File: src/design/dsu_pkg.sv
// Shared types and constants for the union-find engine.
package dsu_pkg;

  localparam int LABEL_W = 12;

  localparam logic MODE_FIND  = 1'b0;
  localparam logic MODE_UNION = 1'b1;

  typedef struct packed {
    logic               mode;
    logic [LABEL_W-1:0] node_a;
    logic [LABEL_W-1:0] node_b;
  } in_t;

  typedef struct packed {
    logic [LABEL_W-1:0] label;
    logic               op_kind;
  } out_t;

  typedef enum logic [2:0] {
    ST_CLEAR,
    ST_IDLE,
    ST_FIND_WALK,
    ST_FIND_FIX,
    ST_JOIN,
    ST_DONE
  } eng_state_t;

endpackage

File: src/design/dsu_engine.sv
// Sequencer for table clear, find with path compression and Rem union with splicing.
module dsu_engine #(
  parameter int NODE_COUNT = 4096
) (
  input  logic                          clk,
  input  logic                          rst_n,
  input  logic                          in_valid,
  output logic                          in_ready,
  input  dsu_pkg::in_t                  in_data,
  output logic                          res_valid,
  input  logic                          res_ready,
  output dsu_pkg::out_t                 res_data,
  output logic                          wr_en,
  output logic [$clog2(NODE_COUNT)-1:0] wr_addr,
  output logic [$clog2(NODE_COUNT)-1:0] wr_data,
  output logic                          rd_en,
  output logic [$clog2(NODE_COUNT)-1:0] rd_addr_a,
  output logic [$clog2(NODE_COUNT)-1:0] rd_addr_b,
  input  logic [$clog2(NODE_COUNT)-1:0] rd_data_a,
  input  logic [$clog2(NODE_COUNT)-1:0] rd_data_b
);

  import dsu_pkg::*;

  localparam int IDX_W = $clog2(NODE_COUNT);
  localparam logic [IDX_W-1:0] LAST_IDX = IDX_W'(NODE_COUNT - 1);

  eng_state_t         st_r, st_nxt;
  logic [IDX_W-1:0]   n0_r, n0_nxt;
  logic [IDX_W-1:0]   n1_r, n1_nxt;
  logic [IDX_W-1:0]   start_r, start_nxt;
  logic [IDX_W-1:0]   clr_r, clr_nxt;
  logic               mode_r, mode_nxt;
  logic [LABEL_W-1:0] label_r, label_nxt;
  logic               in_ok;
  logic [IDX_W-1:0]   in_a;
  logic [IDX_W-1:0]   in_b;

  assign in_a  = IDX_W'(in_data.node_a);
  assign in_b  = IDX_W'(in_data.node_b);
  assign in_ok = (32'(in_data.node_a) < NODE_COUNT) &&
                 ((in_data.mode == MODE_FIND) || (32'(in_data.node_b) < NODE_COUNT));

  always_ff @(posedge clk) begin
    if (!rst_n) begin
      st_r  <= ST_CLEAR;
      clr_r <= '0;
    end else begin
      st_r  <= st_nxt;
      clr_r <= clr_nxt;
    end
  end

  always_ff @(posedge clk) begin
    n0_r    <= n0_nxt;
    n1_r    <= n1_nxt;
    start_r <= start_nxt;
    mode_r  <= mode_nxt;
    label_r <= label_nxt;
  end

  always_comb begin
    st_nxt    = st_r;
    n0_nxt    = n0_r;
    n1_nxt    = n1_r;
    start_nxt = start_r;
    mode_nxt  = mode_r;
    label_nxt = label_r;
    clr_nxt   = clr_r;
    in_ready  = 1'b0;
    res_valid = 1'b0;
    wr_en     = 1'b0;
    wr_addr   = n0_r;
    wr_data   = n1_r;
    rd_en     = 1'b0;
    rd_addr_a = n0_r;
    rd_addr_b = n1_r;
    unique case (st_r)
      ST_CLEAR: begin
        wr_en   = 1'b1;
        wr_addr = clr_r;
        wr_data = clr_r;
        clr_nxt = clr_r + 1'b1;
        if (clr_r == LAST_IDX) begin
          st_nxt = ST_IDLE;
        end
      end
      ST_IDLE: begin
        in_ready = 1'b1;
        if (in_valid) begin
          mode_nxt  = in_data.mode;
          start_nxt = in_a;
          n0_nxt    = in_a;
          n1_nxt    = in_b;
          label_nxt = in_data.node_a;
          if (!in_ok) begin
            st_nxt = ST_DONE;
          end else begin
            rd_en     = 1'b1;
            rd_addr_a = in_a;
            rd_addr_b = in_b;
            st_nxt    = (in_data.mode == MODE_FIND) ? ST_FIND_WALK : ST_JOIN;
          end
        end
      end
      ST_FIND_WALK: begin
        if (rd_data_a == n0_r) begin
          n1_nxt = start_r;
          if (start_r == n0_r) begin
            label_nxt = LABEL_W'(n0_r);
            st_nxt    = ST_DONE;
          end else begin
            rd_en     = 1'b1;
            rd_addr_a = start_r;
            st_nxt    = ST_FIND_FIX;
          end
        end else begin
          n0_nxt    = rd_data_a;
          rd_en     = 1'b1;
          rd_addr_a = rd_data_a;
        end
      end
      ST_FIND_FIX: begin
        wr_en   = 1'b1;
        wr_addr = n1_r;
        wr_data = n0_r;
        n1_nxt  = rd_data_a;
        if (rd_data_a == n0_r) begin
          label_nxt = LABEL_W'(n0_r);
          st_nxt    = ST_DONE;
        end else begin
          rd_en     = 1'b1;
          rd_addr_a = rd_data_a;
          rd_addr_b = rd_data_a;
        end
      end
      ST_JOIN: begin
        if (rd_data_a == rd_data_b) begin
          label_nxt = LABEL_W'(rd_data_a);
          st_nxt    = ST_DONE;
        end else if (rd_data_a < rd_data_b) begin
          wr_en   = 1'b1;
          wr_addr = n0_r;
          wr_data = rd_data_b;
          if (n0_r == rd_data_a) begin
            label_nxt = LABEL_W'(rd_data_b);
            st_nxt    = ST_DONE;
          end else begin
            n0_nxt    = rd_data_a;
            rd_en     = 1'b1;
            rd_addr_a = rd_data_a;
            rd_addr_b = n1_r;
          end
        end else begin
          wr_en   = 1'b1;
          wr_addr = n1_r;
          wr_data = rd_data_a;
          if (n1_r == rd_data_b) begin
            label_nxt = LABEL_W'(rd_data_a);
            st_nxt    = ST_DONE;
          end else begin
            n1_nxt    = rd_data_b;
            rd_en     = 1'b1;
            rd_addr_a = n0_r;
            rd_addr_b = rd_data_b;
          end
        end
      end
      ST_DONE: begin
        res_valid = 1'b1;
        if (res_ready) begin
          st_nxt = ST_IDLE;
        end
      end
      default: begin
        st_nxt = ST_IDLE;
      end
    endcase
  end

  assign res_data = '{label: label_r, op_kind: mode_r};

endmodule

File: config.mk
export PLATFORM = sky130hd
export DESIGN_NAME = dsu_engine
export DESIGN_NICKNAME = d
export VERILOG_FILES = /design/src/design/dsu_pkg.sv /design/src/design/dsu_engine.sv
export SDC_FILE = /design/constraint.sdc
export NUM_CORES = 1
export LEC_CHECK = 0
export BUFFER_PORTS_ARGS = -buffer_cell sky130_fd_sc_hd__buf_2
export CAP_MARGIN = 20
export CELL_PAD_IN_SITES_DETAIL_PLACEMENT = 0
export CELL_PAD_IN_SITES_GLOBAL_PLACEMENT = 1
export CORE_MARGIN = 2
export CORE_UTILIZATION = 24
export CTS_BUF_LIST = sky130_fd_sc_hd__clkbuf_16
export DETAILED_ROUTE_END_ITERATION = 8
export PLACE_DENSITY_LB_ADDON = 0.1
export SYNTH_ARGS = -nofsm -noshare
export SYNTH_HDL_FRONTEND = slang
export SYNTH_SLANG_ARGS = --single-unit
File: constraint.sdc
create_clock -name clk -period 10.8 [get_ports clk]
set_clock_uncertainty 0.2 [all_clocks]
set_input_delay 2.16 -clock clk [delete_from_list [all_inputs] [get_ports clk]]
set_output_delay 2.16 -clock clk [all_outputs]
set_load 0.05 [all_outputs]
==> out/qor.yml, run 1 <==
avgViaCountPerCell: 5.74
clk_pin_slew_ps: 60
coreArea_um2: 26000
cts_setup_buffers: 0
grt_pass1_wl_um: 45900
h-tree-depth: 3
clock_tree.root_cell: "clkbuf_16"
vias: 6916
crit_path_end_kind: "output pin"
grt_pass1_vias: 6548
area_delta_synth_final_pct: 17.8
cts_tree: "built"
grt_overflow: 0
drt_iter0_markers: 725
diodes: 0
worstMarginPinSlew_ps: 1070
grt_antenna_before_repair: 0
r2r_start: "n0_r[8]"
yosysTopAreaCell: "edfxtp_1"
max_slew_margin_pct: 28.7
grt_max_degree: 52
ys_ff_latch: 64
ys_warn_count: 0
final_core_util_pct: 28.7
fin_nets: 931
hp-class: "reg -> reg"
synth_cell_type_count: 58
clk_path_buf_depth: 2
avgSynthCellArea_um2: 7.83
crit_type: "in -> out"
period_share_pct: 72.7
drc: 0
routed_wl_um: 32200
tns_ps: 0
n_fill_cell: 2853
rsz0062_at_grt: "false"
synth-edff-count: 49
die_h_um: 166
cts_hold_buf: 0
required_ps: 8440
rows: 59
synth_top_area_share_pct: 23.3
wire_per_inst_um: 26.8
cts.sinks: 64
ys_top_cells_by_area: "edfxtp_1, o21ai_0, mux2i_1, a21oi_1, nor2_1"
slew_viol_final: 0
path_max_fanout: 29
seq_area_frac_synth_pct: 28.0
place_congestion: 0.907
crit_arrival_ps: 5490
min_period_ps: 7850
min_from: "clr_r[7]"
dieArea_um2: 27700
hold_viol: 0
die_w_um: 166
crit_start: "rd_data_a[0]"
cp-start-kind: "input pin"
setup_viol: 0
dpl.hpwl_um: 23800
cts-buffers-inserted: 9
syn-instance-count: 808
io-pin-count: 118
port_buffers: 117
drt_first_pass_iters: 7
synth_ff_type: "edfxtp_1"
cap_violations: 0
postRouteAntennaNets: 0
syn-cell-area_um2: 6330
start_util_pct: 24.3
track_usage_pct: 22.4
status: "finished, final reports clean"
synth_nets: 874
clock_latency_ps: 350
postCtsResizedCells: 0
max_freq_ghz: 0.127
async_flop_share_pct: 0
drive_gt1_share_pct: 20.8
==> metrics by stage <==
step	area [µm²]	hold slack, ps	setup WS (ps)	instances
6_report	7450	285	2950	1205
5_1_grt	7450	345	2730	1205
4_1_cts	7440	294	2950	1204
3_5_place_dp	7090	284	2980	1188
3_3_place_gp	7090	277	3040	1187
2_1_floorplan	6330	256	3480	808
==> registers in the layout, summed over array words and instances, names as in the netlist <==
register  cells
clr_r        12
n1_r         12
start_r      12
mode_r        1
label_r      12
n0_r         12
st_r          3
==> worst max-delay path, cell delays in order <==
cell	delay [ps]
buf_2	260
inv_1	80
ha_1	280
nand4_1	480
or2_2	580
nand2b_1	770
a21oi_1	200
o21ai_0	320
buf_2	330
==> layout make-up <==
cell class	instances	area, µm²	share of cell area (%)
Timing Repair Buffer	131	698	9.37
Clock inverter	7	119	1.60
Inverter	33	124	1.66
Sequential cell	64	1770	23.8
Multi-Input combinational cell	626	4090	54.9
Tap cell	335	419	5.62
Clock buffer	9	225	3.02
==> cell families (layout without fill, tap and decap cells) <==
family | count (synthesis) | in the layout | synth area share (%)
adder cells (fa/ha/maj) | 13 | 13 | 2.57
buffers and inverters | 118 | 180 | 7.48
AO/OA/AOI/OAI | 289 | 289 | 29.3
XOR/XNOR | 46 | 46 | 6.37
flip-flops | 64 | 64 | 28.0
multiplexers | 61 | 61 | 9.99
AND/OR/NAND/NOR | 217 | 217 | 16.3
==> layout by cell type, fill, tap and decap left out, types with 7 or more instances in the layout <==
| cell | count |
|---|---|
| buf_2 | 117 |
| o22ai_1 | 9 |
| nand3_1 | 17 |
| buf_4 | 13 |
| xor2_1 | 24 |
| a221oi_1 | 8 |
| dfxtp_1 | 13 |
| nor3_1 | 19 |
| o211ai_1 | 11 |
| and3_1 | 16 |
| clkbuf_16 | 9 |
| mux2i_1 | 44 |
| inv_1 | 32 |
| nand4_1 | 8 |
| ha_1 | 13 |
| nor4_1 | 7 |
| a21oi_1 | 78 |
| nand2_1 | 48 |
| mux2_2 | 17 |
| o2bb2a_1 | 12 |
| xnor2_1 | 22 |
| o21ai_0 | 92 |
| nor2_1 | 78 |
| edfxtp_1 | 49 |
| a221o_1 | 23 |
| a21o_1 | 8 |
==> Yosys cell counts (all sizes together) (4+ instances only) <==
cell,n
and3,17
o2bb2a,12
mux2,17
xnor2,22
inv,33
dfxtp,15
clkbuf,66
nand3,18
nor2,81
ha,13
nor2b,5
a221oi,8
o21ai,96
a211oi,5
nand2,48
a22oi,4
nor3,19
a31oi,7
a22o,6
nand4,8
o22ai,9
nor4,8
a221o,23
mux2i,44
nand2b,4
edfxtp,49
a32oi,5
xor2,24
a21o,8
a21oi,79
o211ai,11
buf,19
==> metal layers <==
| metal | track usage [%] | share of wire [%] | vias up |
|---|---|---|---|
| met5 | 0 | 0 | - |
| met4 | 8.55 | 3.6 | 0 |
| met3 | 4.46 | 7.9 | 49 |
| met2 | 33.7 | 44 | 379 |
| met1 | 31.5 | 45 | 3390 |
| li1 | - | - | 3098 |
==> final timing paths <==
check / endpoint / slack, ps / cells after the start
worst max-delay path: rd_addr_b[4] / 2950 / 9
worst min-delay path: clr_r[7] / 290 / 2
worst max register to register: label_r[7] / 6900 / 6
worst min register to register: clr_r[7] / 290 / 2
Power of run 1 is not shown: default switching activity piles up to over one toggle a cycle in this logic, so the estimate is an artifact.
==> run 2, diff against run 1 <==
- clock period: 10.8 -> 7 ns (I/O delays scaled with it)
==> run 2 against run 1 <==
Non-clock buffer count increased by 5. Critical path depth increased by 1. Largest cell class unchanged. Routed wire length increased by 2.7%. Via count increased by 0.25%. Register-to-register slack got worse by 3600 ps.
==> out/qor.yml, run 2 (synthesized netlist as in run 1, its figures left out) <==
io-pin-count: 118
cap_violations: 0
grt_pass1_vias: 6730
cts_tree: "built"
cts.sinks: 64
start_util_pct: 24.3
vias: 6933
cp-start-kind: "input pin"
drt_first_pass_iters: 5
area_delta_synth_final_pct: 17.3
diodes: 0
r2r_start: "st_r[0]"
postRouteAntennaNets: 0
path_cells: "buf_2 -> inv_1 -> ha_1 -> nand4_1 -> nor2_2 -> nor2_1 -> and3_1 -> nor3b_1 -> nand2_1 -> buf_2"
worstMarginPinSlew_ps: 1130
grt_pass1_wl_um: 47600
clk_path_buf_depth: 2
coreArea_um2: 26000
cp_common_cell: "buf_2"
n_fill_cell: 2871
crit_type: "in -> out"
clk_pin_slew_ps: 60
drt_iter0_markers: 727
routed_wl_um: 33100
final_common_cell: "buf_2"
hold_ws_ps: 293
tns_ps: 0
rsz0062_at_grt: "false"
avgViaCountPerCell: 5.73
die_w_um: 166
place_ws_ps: 1160
setup_viol: 0
clock_latency_ps: 340
grt_antenna_before_repair: 0
crit_path_end_kind: "output pin"
dpl.hpwl_um: 24700
crit_arrival_ps: 4300
h-tree-depth: 3
postCtsResizedCells: 0
min_from: "clr_r[7]"
critical_path.max_stage_delay_ps: 480
grt_overflow: 0
period_share_pct: 84.3
cts-buffers-inserted: 9
wire_per_inst_um: 27.4
track_usage_pct: 23.4
cts_hold_buf: 0
cp_slowest_cell: "nor2_2"
min_period_ps: 5900
hp-class: "reg -> reg"
slew_viol_final: 0
max_freq_ghz: 0.169
final.setup.worst_slack_ps: 1100
status: "finished, final reports clean"
hold_viol: 0
drc: 0
die_h_um: 166
worst-path-buf-inv: 3
crit_start: "rd_data_a[0]"
grt_max_degree: 52
dieArea_um2: 27700
clock_tree.root_cell: "clkbuf_16"
max_slew_margin_pct: 24.4
cts_setup_buffers: 0
fin_nets: 936
rows: 59
port_buffers: 117
cp_top_family: "simple AND/OR/NAND/NOR gates"
path_max_fanout: 14
required_ps: 5400
layout_common_cells: "buf_2, o21ai_0, a21oi_1, nor2_1, edfxtp_1"
place_congestion: 0.899
drive_gt1_share_pct: 21.4
## run 2: changes by cell type in the layout (fill, tap and decap cells not counted)
cell	previous run	this run
buf_4	13	18
bufinv_16	3	0
clkinv_2	0	3
clkinv_1	1	0
clkinvlp_4	1	2
## run 2: path summary, 6_finish.rpt
check                             endpoint  slack, ps  cells after the start
worst max-delay path                 rd_en       1100                     10
worst min-delay path              clr_r[7]        290                      2
worst max register to register  label_r[4]       3340                      8
worst min register to register    clr_r[7]        290                      2
## run 2: tightest hold or removal path, stage by stage (launching register included)
cell	delay, ps
dfxtp_1	310
o21ai_0	70
a21oi_1	60
## run 2: per-layer routing
metal	up-vias	share of wire, %	track usage [%]
li1	3113	-	-
met1	3408	45	32.4
met2	357	44	35.8
met3	55	7.2	4.74
met4	0	3.6	9.07
met5	-	0	0
## run 2: stage by stage
stage               util, %  area [µm²]  std cells
floorplan                 -        6330        808
global placement       27.4        7130       1193
detailed placement     27.4        7130       1193
CTS                    28.5        7400       1209
global route           28.5        7420       1210
finish                 28.5        7420       1210
## run 2: layout make-up
| cell class | count | area (µm²) | share of cell area [%] |
|---|---|---|---|
| clock buffers | 9 | 225 | 3.04 |
| clock inverters | 7 | 47.5 | 0.641 |
| inverters | 33 | 124 | 1.67 |
| multi-input cells | 626 | 4090 | 55.2 |
| flip-flops and latches | 64 | 1770 | 23.9 |
| well taps | 335 | 419 | 5.65 |
| repair buffers | 136 | 736 | 9.92 |
Power of run 2 is left out for the same reason.
